File: src/hdl/assert_macros.svh
// Assertion macros shared by the RTL files.
`ifndef ASSERT_MACROS_SVH
`define ASSERT_MACROS_SVH

// Checked at every edge outside of reset.
`define ASSERT_ON(label, clk, rst, prop, msg) \
  label: assert property (@(posedge clk) disable iff (rst) prop) else $error(msg);

// Checked at every edge, reset included.
`define ASSERT_ALWAYS(label, clk, prop, msg) \
  label: assert property (@(posedge clk) prop) else $error(msg);

`endif

File: src/hdl/ceu_pkg.sv
// ----------------------------------------------------------------------------
// ceu_pkg
// Shared types and constants of the C escape decoder.
// ----------------------------------------------------------------------------
`default_nettype none

package ceu_pkg;

  // Most decoded bytes one input byte can produce.
  localparam int unsigned GROUP_MAX = 3;
  localparam int unsigned GROUP_CNT_W = $clog2(GROUP_MAX + 1);
  localparam int unsigned GROUP_IDX_W = $clog2(GROUP_MAX);

  // Default depth of the queue between decoder and serializer, in groups.
  localparam int unsigned FIFO_DEPTH = 4;

  // Escape decoder phase.
  typedef enum logic [2:0] {
    PH_PLAIN = 3'd0,
    PH_ESC   = 3'd1,
    PH_HEX0  = 3'd2,
    PH_HEX1  = 3'd3,
    PH_OCT   = 3'd4
  } phase_t;

  // Decoded bytes produced by one input byte, oldest at index 0.
  typedef struct packed {
    logic [GROUP_CNT_W-1:0]          count;
    logic [GROUP_MAX-1:0][7:0]       data;
    logic                            last;
  } group_t;

endpackage

`default_nettype wire

File: src/hdl/ceu_front.sv
// ----------------------------------------------------------------------------
// ceu_front
// Escape decoder: takes one raw byte per transfer and forms a group of
// zero to three decoded bytes.
// ----------------------------------------------------------------------------
`default_nettype none

module ceu_front (
  input  wire logic           clk,
  input  wire logic           rst,
  input  wire logic           accept,
  input  wire logic [7:0]     in_byte,
  input  wire logic           in_last,
  output ceu_pkg::group_t     grp,
  output logic                grp_valid
);

  localparam logic [7:0] ChBackslash = 8'h5C;
  localparam logic [7:0] ChLowerX    = 8'h78;
  localparam logic [7:0] ChUpperX    = 8'h58;
  localparam logic [7:0] ChZero      = 8'h30;
  localparam logic [7:0] ChSeven     = 8'h37;
  localparam logic [7:0] ChNine      = 8'h39;
  localparam logic [7:0] ChLowerA    = 8'h61;
  localparam logic [7:0] ChLowerF    = 8'h66;
  localparam logic [7:0] ChUpperA    = 8'h41;
  localparam logic [7:0] ChUpperF    = 8'h46;
  localparam logic [7:0] ChLowerR    = 8'h72;
  localparam logic [7:0] ChLowerN    = 8'h6E;
  localparam logic [7:0] ChLowerT    = 8'h74;
  localparam logic [7:0] ChLowerB    = 8'h62;
  localparam logic [7:0] ChLowerV    = 8'h76;
  localparam logic [7:0] CtlCr       = 8'd13;
  localparam logic [7:0] CtlLf       = 8'd10;
  localparam logic [7:0] CtlTab      = 8'd9;
  localparam logic [7:0] CtlBell     = 8'd7;
  localparam logic [7:0] CtlBs       = 8'd8;
  localparam logic [7:0] CtlFf       = 8'd12;
  localparam logic [7:0] CtlVt       = 8'd11;

  function automatic logic is_hex(input logic [7:0] c);
    return (c >= ChZero && c <= ChNine) || (c >= ChLowerA && c <= ChLowerF) ||
           (c >= ChUpperA && c <= ChUpperF);
  endfunction

  function automatic logic [3:0] hex_value(input logic [7:0] c);
    logic [7:0] v;
    if (c <= ChNine) begin
      v = c - ChZero;
    end else if (c >= ChLowerA) begin
      v = c - ChLowerA + 8'd10;
    end else begin
      v = c - ChUpperA + 8'd10;
    end
    return v[3:0];
  endfunction

  function automatic logic is_oct(input logic [7:0] c);
    return c >= ChZero && c <= ChSeven;
  endfunction

  ceu_pkg::phase_t phase, phase_next;
  logic [8:0]  oacc, oacc_next;
  logic [1:0]  ocnt, ocnt_next;
  logic [7:0]  held, held_next;

  logic [ceu_pkg::GROUP_CNT_W-1:0] n;
  logic [7:0]  d0, d1, d2;
  logic        pb_emit;
  ceu_pkg::phase_t pb_phase;
  logic [8:0]  oacc_shift;

  always_ff @(posedge clk) begin
    if (rst) begin
      phase <= ceu_pkg::PH_PLAIN;
      oacc  <= '0;
      ocnt  <= '0;
      held  <= '0;
    end else if (accept) begin
      phase <= phase_next;
      oacc  <= oacc_next;
      ocnt  <= ocnt_next;
      held  <= held_next;
    end
  end

  always_comb begin
    // plain-text handling of the current byte; a backslash not marked last
    // opens an escape and emits nothing
    pb_emit    = !(in_byte == ChBackslash && !in_last);
    pb_phase   = pb_emit ? ceu_pkg::PH_PLAIN : ceu_pkg::PH_ESC;
    oacc_shift = {oacc[5:0], in_byte[2:0]};

    phase_next = phase;
    oacc_next  = oacc;
    ocnt_next  = ocnt;
    held_next  = held;
    n          = '0;
    d0         = in_byte;
    d1         = in_byte;
    d2         = in_byte;

    unique case (phase)
      ceu_pkg::PH_ESC: begin
        phase_next = ceu_pkg::PH_PLAIN;
        n = ceu_pkg::GROUP_CNT_W'(1);
        priority case (in_byte)
          ChLowerR: d0 = CtlCr;
          ChLowerN: d0 = CtlLf;
          ChLowerT: d0 = CtlTab;
          ChLowerA: d0 = CtlBell;
          ChLowerB: d0 = CtlBs;
          ChLowerF: d0 = CtlFf;
          ChLowerV: d0 = CtlVt;
          ChLowerX, ChUpperX: begin
            d0 = ChLowerX;
            if (!in_last) begin
              n = '0;
              phase_next = ceu_pkg::PH_HEX0;
            end
          end
          default: begin
            if (is_oct(in_byte)) begin
              d0 = {5'd0, in_byte[2:0]};
              if (in_last) begin
                oacc_next = '0;
                ocnt_next = '0;
              end else begin
                n = '0;
                oacc_next = {6'd0, in_byte[2:0]};
                ocnt_next = 2'd1;
                phase_next = ceu_pkg::PH_OCT;
              end
            end
          end
        endcase
      end
      ceu_pkg::PH_HEX0: begin
        d0 = ChLowerX;
        if (is_hex(in_byte)) begin
          if (in_last) begin
            n = ceu_pkg::GROUP_CNT_W'(2);
            phase_next = ceu_pkg::PH_PLAIN;
          end else begin
            held_next = in_byte;
            phase_next = ceu_pkg::PH_HEX1;
          end
        end else begin
          n = pb_emit ? ceu_pkg::GROUP_CNT_W'(2) : ceu_pkg::GROUP_CNT_W'(1);
          phase_next = pb_phase;
        end
      end
      ceu_pkg::PH_HEX1: begin
        held_next = '0;
        if (is_hex(in_byte)) begin
          d0 = {hex_value(held), hex_value(in_byte)};
          n = ceu_pkg::GROUP_CNT_W'(1);
          phase_next = ceu_pkg::PH_PLAIN;
        end else begin
          // bad hex: 'x', the held digit, then this byte as plain text
          d0 = ChLowerX;
          d1 = held;
          n = pb_emit ? ceu_pkg::GROUP_CNT_W'(3) : ceu_pkg::GROUP_CNT_W'(2);
          phase_next = pb_phase;
        end
      end
      ceu_pkg::PH_OCT: begin
        if (is_oct(in_byte) && ocnt != 2'd3) begin
          if (ocnt == 2'd2 || in_last) begin
            d0 = oacc_shift[7:0];
            n = ceu_pkg::GROUP_CNT_W'(1);
            oacc_next = '0;
            ocnt_next = '0;
            phase_next = ceu_pkg::PH_PLAIN;
          end else begin
            oacc_next = oacc_shift;
            ocnt_next = ocnt + 2'd1;
          end
        end else begin
          d0 = oacc[7:0];
          n = pb_emit ? ceu_pkg::GROUP_CNT_W'(2) : ceu_pkg::GROUP_CNT_W'(1);
          oacc_next = '0;
          ocnt_next = '0;
          phase_next = pb_phase;
        end
      end
      default: begin
        if (pb_emit) begin
          n = ceu_pkg::GROUP_CNT_W'(1);
        end
        phase_next = pb_phase;
      end
    endcase

    grp.count = n;
    grp.data  = {d2, d1, d0};
    grp.last  = in_last;
    grp_valid = accept && (n != '0);
  end

endmodule

`default_nettype wire

File: src/hdl/ceu_fifo.sv
// ----------------------------------------------------------------------------
// ceu_fifo
// Short queue of decoded groups between decoder and serializer.
// ----------------------------------------------------------------------------
`default_nettype none

module ceu_fifo #(
  parameter int unsigned Depth = ceu_pkg::FIFO_DEPTH
) (
  input  wire logic            clk,
  input  wire logic            rst,
  input  wire logic            wr_en,
  input  wire ceu_pkg::group_t wr_data,
  input  wire logic            rd_en,
  output ceu_pkg::group_t      rd_data,
  output logic                 full,
  output logic                 empty
);

  localparam int unsigned PtrW = (Depth > 1) ? $clog2(Depth) : 1;
  localparam int unsigned CntW = $clog2(Depth + 1);

  ceu_pkg::group_t mem [Depth];
  logic [PtrW-1:0] wr_ptr, rd_ptr;
  logic [CntW-1:0] count;

  logic do_wr, do_rd;

  assign do_wr = wr_en && !full;
  assign do_rd = rd_en && !empty;

  always_ff @(posedge clk) begin
    if (do_wr) begin
      mem[wr_ptr] <= wr_data;
    end
  end

  always_ff @(posedge clk) begin
    if (rst) begin
      wr_ptr <= '0;
      rd_ptr <= '0;
      count  <= '0;
    end else begin
      if (do_wr) begin
        wr_ptr <= (wr_ptr == PtrW'(Depth - 1)) ? '0 : wr_ptr + PtrW'(1);
      end
      if (do_rd) begin
        rd_ptr <= (rd_ptr == PtrW'(Depth - 1)) ? '0 : rd_ptr + PtrW'(1);
      end
      if (do_wr && !do_rd) begin
        count <= count + CntW'(1);
      end else if (do_rd && !do_wr) begin
        count <= count - CntW'(1);
      end
    end
  end

  assign rd_data = mem[rd_ptr];
  assign full    = (count == CntW'(Depth));
  assign empty   = (count == '0);

endmodule

`default_nettype wire

File: src/hdl/ceu_back.sv
// ----------------------------------------------------------------------------
// ceu_back
// Serializer: walks the head group one byte per transfer and releases the
// group after its final byte.
// ----------------------------------------------------------------------------
`default_nettype none

module ceu_back (
  input  wire logic            clk,
  input  wire logic            rst,
  input  wire ceu_pkg::group_t head,
  input  wire logic            head_empty,
  input  wire logic            pop,
  output logic                 head_pop,
  output logic [7:0]           out_byte,
  output logic                 run_last,
  output logic                 message_last
);

  logic [ceu_pkg::GROUP_IDX_W-1:0] idx;
  logic                            xfer;

  assign xfer         = pop && !head_empty;
  assign out_byte     = head.data[idx];
  assign run_last     = (ceu_pkg::GROUP_CNT_W'(idx) ==
                         head.count - ceu_pkg::GROUP_CNT_W'(1));
  assign message_last = run_last && head.last;
  assign head_pop     = xfer && run_last;

  always_ff @(posedge clk) begin
    if (rst) begin
      idx <= '0;
    end else if (xfer) begin
      idx <= run_last ? '0 : idx + ceu_pkg::GROUP_IDX_W'(1);
    end
  end

endmodule

`default_nettype wire

File: src/hdl/c_escape_unescaper.sv
// ----------------------------------------------------------------------------
// c_escape_unescaper
// Decodes C backslash escapes in a byte stream, message by message.
// ----------------------------------------------------------------------------
// Usage:
//   Input channel: drive in_byte/in_last and raise push; the byte transfers
//   on a clock edge with push high and full low. in_last marks the final
//   byte of a message; any pending escape is closed out on that byte.
//   Result channel: while empty is low, out_byte/run_last/message_last show
//   the oldest decoded byte; it transfers on an edge with pop high.
//   run_last flags the final result caused by one input byte; message_last
//   flags the final decoded byte of a message.
// Timing:
//   One input byte per cycle while full is low. With the queue empty, the
//   first decoded byte of an input is visible the cycle after its transfer.
//   Each input byte yields 0 to 3 results, drained one per cycle while pop is
//   high. A FifoDepth-group queue absorbs bursts; full rises when it fills.
// Reset: rst clears the decoder state and the queue; empty is high after.
// Stall: with pop low, results hold and input keeps transferring until the
//   queue fills.
// ----------------------------------------------------------------------------
`default_nettype none

`include "assert_macros.svh"

module c_escape_unescaper #(
  parameter int unsigned FifoDepth = ceu_pkg::FIFO_DEPTH
) (
  input  wire logic        clk,
  input  wire logic        rst,
  input  wire logic        push,
  output logic             full,
  input  wire logic [7:0]  in_byte,
  input  wire logic        in_last,
  output logic             empty,
  input  wire logic        pop,
  output logic [7:0]       out_byte,
  output logic             run_last,
  output logic             message_last
);

  ceu_pkg::group_t grp, head;
  logic            grp_valid;
  logic            head_pop;
  logic            accept;

  assign accept = push && !full;

  ceu_front u_front (
    .clk       (clk),
    .rst       (rst),
    .accept    (accept),
    .in_byte   (in_byte),
    .in_last   (in_last),
    .grp       (grp),
    .grp_valid (grp_valid)
  );

  ceu_fifo #(
    .Depth (FifoDepth)
  ) u_fifo (
    .clk     (clk),
    .rst     (rst),
    .wr_en   (grp_valid),
    .wr_data (grp),
    .rd_en   (head_pop),
    .rd_data (head),
    .full    (full),
    .empty   (empty)
  );

  ceu_back u_back (
    .clk          (clk),
    .rst          (rst),
    .head         (head),
    .head_empty   (empty),
    .pop          (pop),
    .head_pop     (head_pop),
    .out_byte     (out_byte),
    .run_last     (run_last),
    .message_last (message_last)
  );

  // queued groups always carry at least one byte
  `ASSERT_ON(a_head_nonzero, clk, rst, !empty |-> (head.count != '0), "empty group queued")
  // queue comes out of reset drained
  `ASSERT_ALWAYS(a_reset_empty, clk, rst |=> empty, "queue not empty after reset")
  // a full queue must be presenting a result
  `ASSERT_ON(a_full_not_empty, clk, rst, full |-> !empty, "full and empty together")

endmodule

`default_nettype wire

File: config.mk
export PLATFORM = sky130hd
export DESIGN_NAME = c_escape_unescaper
export DESIGN_NICKNAME = d
export VERILOG_FILES = /design/src/hdl/ceu_pkg.sv /design/src/hdl/ceu_front.sv /design/src/hdl/ceu_fifo.sv /design/src/hdl/ceu_back.sv /design/src/hdl/c_escape_unescaper.sv
export VERILOG_INCLUDE_DIRS = /design/src /design/src/hdl
export SDC_FILE = /design/constraint.sdc
export NUM_CORES = 1
export LEC_CHECK = 0
export BUFFER_PORTS_ARGS = -buffer_cell sky130_fd_sc_hd__buf_2
export CORE_MARGIN = 2
export CORE_UTILIZATION = 60
export DETAILED_ROUTE_END_ITERATION = 10
export PLACE_DENSITY = 0.83
export SYNTH_ARGS = -nofsm -noshare
export SYNTH_HDL_FRONTEND = slang
export SYNTH_SLANG_ARGS = --single-unit
File: constraint.sdc
create_clock -name clk -period 10.45 [get_ports clk]
set_input_delay 1.045 -clock clk [delete_from_list [all_inputs] [get_ports clk]]
set_output_delay 1.045 -clock clk [all_outputs]
set_load 0.03 [all_outputs]
== Yosys cells after proc, flatten, opt, wreduce, memory -nomap -nowiden ==
Memory sizes are Yosys's and may differ from the RTL's. A register that Yosys moved wholly into a read port is not among the register bits.
Index checks and enable logic that the tools add are counted.
Cells by class
  $add $sub $neg: 17
  $lt $le $gt $ge: 10
  eq/ne operators: 25
  multiplexer cells: 61
  reduce and logical (&&, ||, !) cells: 34
Operators with widths (count)
  8-bit two-way mux: 13
  8-bit by 7-bit equality test with 1-bit output, second input constant: 10
  8-bit one-hot mux with 8 select lines: 1
  2-bit two-way mux: 17
  8-bit one-hot mux with 2 select lines: 2
  8-bit one-hot mux with 4 select lines: 1
  3-bit two-way mux: 9
  8-bit by 7-bit >= comparator with 1-bit output, second input constant: 3
  8-bit by 6-bit <= comparator with 1-bit output, second input constant: 3
  4-bit by 1-bit subtractor with 4-bit output, second input constant: 6
  4-bit adder, second input constant: 4
  8-bit binary-select mux with 2-bit select: 1
  8-bit by 7-bit <= comparator with 1-bit output, second input constant: 2
  4-bit two-way mux: 4
  1-bit logical AND: 15
  3-bit one-hot mux with 4 select lines: 1
  9-bit OR reduction: 1
  2-bit by 1-bit adder with 2-bit output, second input constant: 4
  8-bit by 6-bit >= comparator with 1-bit output, second input constant: 1
  1-bit two-way mux: 8
  2-bit one-hot mux with 2 select lines: 2
  2-bit one-hot mux with 4 select lines: 1
  4-bit AND reduction: 2
  2-bit nonzero test: 4
  other kinds (19): 32
Storage, ports and cells
  register bits after elaboration: 30
  bits in writable memories: 108
  bits of input ports: 13
  output and inout port bits: 12
  word-level logic and storage cells: 156
  memories kept: 1
Memory list
  u_fifo.mem: depth 4, width 27, read ports 1, clocked after memory_dff 1, write ports 1, RTL line ceu_fifo.sv:23  | ceu_pkg::group_t mem [Depth];

== Logic depth before layout (Yosys ltp) ==
  word-level depth: 13
  depth in mapped cells: 15
  mapped depth without buffers: 14

== Cells and area by module ==
Synthesis repeated with hierarchy kept, for this count alone.
Unflattened totals
  cell total of the unflattened synthesis: 515
  area, all modules: 6920.4 um2
By module, submodules not included
  ceu_fifo: times used 1, cells an instance 191, area an instance 4399.2 um2
  ceu_front: times used 1, cells an instance 278, area an instance 2187.1 um2
  ceu_back: times used 1, cells an instance 45, area an instance 320.3 um2
  c_escape_unescaper: times used 1, cells an instance 1, area an instance 13.8 um2

== Least setup slack after synthesis ==
Ideal clock, no wire load.
  path kind: in2reg
  start point: in in_byte[1]
  end point: reg u_fifo.count[2]
  setup time: 0.070 ns
  arrival: 4.252 ns
  data required time: 10.380 ns
  slack: 6.128 ns
  stages: 15
  buffers on the path: 1
  cell sequence: clkbuf_1 inv_1 ha_1 nor4b_2 mux2i_1 a311oi_4 o22ai_1 o22a_1 inv_2 ha_1 inv_1 fa_1 xor2_1 or3_1 a21oi_1
Between the ends
  cells in the longest elaborated chain, start to end: 12
  elaborated cells between the ends (all ways): 44
  classes of those cells: order compare: 7; eq/ne: 10; mux: 10; reduce/logical: 17
RTL lines
  from (decl): RTL line c_escape_unescaper.sv:33  | input wire logic [7:0] in_byte,
  branches (longest 5 deep; another with 8-bit by 6-bit >= comparator with 1-bit output)
  2-bit one-hot mux with 4 select lines (*): RTL line ceu_front.sv:103  | unique case (phase)
  2-bit nonzero test (*): RTL line ceu_front.sv:198  | grp_valid = accept && (n != '0);
  1-bit logical AND (*): RTL line ceu_front.sv:198
  1-bit logical AND (*): RTL line ceu_fifo.sv:29  | assign do_wr = wr_en && !full;
  named net u_fifo.do_wr: RTL line ceu_fifo.sv:27  | logic do_wr, do_rd;
  1-bit logical NOT: RTL line ceu_fifo.sv:52  | end else if (do_rd && !do_wr) begin
  1-bit logical AND: RTL line ceu_fifo.sv:52
  2-bit nonzero test (no line)
  to (signal assigned): RTL line ceu_fifo.sv:51  | count <= count + CntW'(1);
  to (signal assigned): RTL line ceu_fifo.sv:53  | count <= count - CntW'(1);
  to (decl): RTL line ceu_fifo.sv:25  | logic [CntW-1:0] count;
Mark *: on every way through the listed nets, which the timed path passes.
A chain may end at the register's enable or synchronous reset.

== Final worst setup path ==
Same ends and word-level chain as after synthesis.

==> impl_metrics.csv <==
group,metric,value,unit
status,status,"finished, final reports clean",
drt,vias,4535,
sta,final.setup.tns,0,ps
worst_hold_path,worstHoldPathCells,2,
setup_path,cp_cell_sequence,"buf_2 -> inv_1 -> ha_1 -> nor4b_2 -> mux2i_1 -> a311oi_4 -> o22ai_1 -> o22a_1 -> inv_2 -> ha_1 -> inv_1 -> fa_1 -> xor2_1 -> or3_1 -> a21oi_1",
clock_network,cts_hold_buf,0,
setup_path,crit_path_max_fanout,15,
floorplan,chipHeight,111.0,um
setup_path,cp_top_family,"compound AO/OA/AOI/OAI gates",
drt,wl_met1,6190,um
clock_network,tritoncts,"yes",
final_layout,diodes,0,
synth,synthTopCellsByArea,"edfxtp_1, dfxtp_1, mux4_2",
synth,yosys-top-cells-count,"edfxtp_1, nor2_1, dfxtp_1",
sta,max_slew.worst_pin.slew,998.5,ps
synth,yosysWarningCount,0,
drt,wl_met2,7706,um
synth,synth_cell_types,68,
sta,fin_crit,4372,ps
setup_path,critPathKind,"input port to flip-flop",
clock_network,insertion_delay,410,ps
grt,track_usage,26.15,%
floorplan,start_util,60.73,%
drt,top_layer,"met4",
final_layout,nNetsFinal,568,
drt,dr.first_iter.drc_count,502,
floorplan,die_w,111.0,um
clock_network,clk_pin_slew,50,ps
setup_path,max_stage_delay,510,ps
placed_design,placed_cell_area,0.007076,mm^2
sta,slew_headroom,33.44,%
drt,dr.pass1.iters,5,
synth,synth_top_area_cell,"edfxtp_1",
clock_network,htree_levels,4,
pwr,leakagePower,2.510,nW
drt,drc,0,
pwr,power_density,203.2,mW/mm^2
placed_design,hpwl,10070,um
synth,synth_most_common_cell,"edfxtp_1",
drt,wl_met3,1225,um
synth,synth-seq-cells,140,
synth,synth_nets,552,
clock_network,cts_made_buffers,17,
synth,synthArstFlopShare,0,%
synth,seq_area_frac_synth,56.49,%
worst_hold_path,min_from,"u_fifo.count[2]$_SDFFE_PP0P_",
setup_path,ff2ff_path_depth,10,
setup_path,worst-path-buf-inv,4,
final_layout,n_fill_cell,835,
clock_network,post_cts_resized,0,
clock_network,cts_setup_buffers,0,
setup_path,crit_required,10780,ps
drt,viasPerCell,6.525,
placed_design,io_buffer_count,24,
final_layout,design_area,0.007587,mm^2
floorplan,ios,25,
grt,antenna_found_initial,0,
drt,post_drt_wl_per_cell,21.98,um
sta,hold_viol_final,0,
sta,rsz0062_at_grt,"false",
synth,syn_area_per_cell,13.15,um^2
drt,wl,15280,um
pwr,vdd_drop_max,148.6,uV
synth,netlist_instances,523,
setup_path,cp.arrival,4700,ps
clock_network,root_buffer,"clkbuf_16",
worst_hold_path,min_path_type,"flip-flop to flip-flop",
clock_network,clk_path_buf_depth,2,
floorplan,core,0.01132,mm^2
clock_network,cts_num_sinks,140,
grt,grt_max_degree,36,
sta,max_freq,228.7,MHz
drt,postRouteAntennaNets,0,
grt,overflow,0,
placed_design,place_congestion,0.9353,
floorplan,die_area,0.01233,mm^2
grt,grt_pass1_vias,4368,
run,maxCapViolations,0,
synth,netlist_area,0.006875,mm^2
floorplan,row_count,39,
synth,synth_edf_count,108,
setup_path,crit_cells,15,
setup_path,cp-start-kind,"input port",
sta,skew,10.07,ps
setup_path,crit_slowest_cell,"a311oi_4",
synth,yosysTopAreaCellShare,47.17,%
setup_path,worst_setup_path_end_kind,"flip-flop",
sta,finalCritPeriodShare,41.83,%
final_layout,syn_to_final_growth,10.35,%
sta,setup_viol,0,
setup_path,critical_path.startpoint,"in_byte[1]",
final_layout,layout-drive-gt1-share,19.02,%
grt,grt_pass1_wl,24410,um
sta,drv_slew,0,
synth,synthFlopType,"edfxtp_1",
## where the power goes
group / switching [mW] / internal (mW)
clock network: 0.216 / 0.300
logic: 0.188 / 0.131
registers: 0.0449 / 0.661
## per-layer routing
metal	vias to the layer above	global-route usage (%)
met2	225	42.09
met1	2235	35.66
li1	2062	-
met3	13	7.162
met4	0	7.078
met5	-	0
## worst paths after layout
| path | end | slack, ps |
|---|---|---|
| setup / recovery | u_fifo.count[2]$_SDFFE_PP0P_ | 6080 |
| hold / removal | u_fifo.count[2]$_SDFFE_PP0P_ | 510 |
| setup reg to reg | u_fifo.count[2]$_SDFFE_PP0P_ | 6800 |
| hold reg to reg | u_fifo.count[2]$_SDFFE_PP0P_ | 510 |
## state kept, by name (all words and copies together), names as in the netlist, named ones only
name           flops
u_back.idx         2
u_fifo.rd_ptr      2
u_front.held       8
u_front.phase      3
u_fifo.mem       108
u_fifo.wr_ptr      2
u_front.oacc       8
u_fifo.count       3
u_front.ocnt       2
## stage by stage
step	setup WS [ps]	utilization [%]	hold WS, ps	total power, mW	cells
after floorplan	6128	-	463.4	0.9453	523
after global placement	5911	62.50	473.1	1.021	663
after detailed placement	5706	62.50	479.8	1.038	663
after CTS	6130	67.02	504.7	1.553	695
after global routing	5846	67.02	517.2	1.605	695
final	6078	67.02	510.7	1.542	695
## cell type report
cell class                      instances  area, um^2  area share [%]
Sequential cell                       140        3885           51.20
Multi-Input combinational cell        335        2786           36.72
Clock buffer                           20       436.7           5.755
Tap cell                              143       178.9           2.358
Timing Repair Buffer                   31       172.7           2.276
Clock inverter                         12       75.07          0.9894
Inverter                               14       52.55          0.6926
## cell families after synthesis
kind of cell	share of synthesized area (%)
flip-flops	56.49
buffers and inverters	2.984
multiplexers	13.18
XOR/XNOR	1.274
adder cells (fa/ha/maj)	3.021
AND/OR/NAND/NOR	11.48
AO/OA/AOI/OAI	11.57
## cells in the final DEF (no fill, tap or decap), types with 13 or more instances in the layout
cell         n
a21oi_1     18
edfxtp_1   108
nand2b_1    15
mux4_2      27
ha_1        15
buf_2       24
inv_1       13
clkbuf_16   17
mux2i_1     23
dfxtp_1     31
nand2_1     26
nor2_1      39
o21ai_0     18
## worst register-to-register path, stage by stage, from the launching register on
cell and delay [ps]:
dfxtp_2 980, mux4_2 620, xnor2_1 190, mux2i_1 440
nand2_1 240, ha_1 290, inv_1 80, fa_1 180
xor2_1 80, or3_1 300, a21oi_1 150
(Power assumes the default switching activity.)
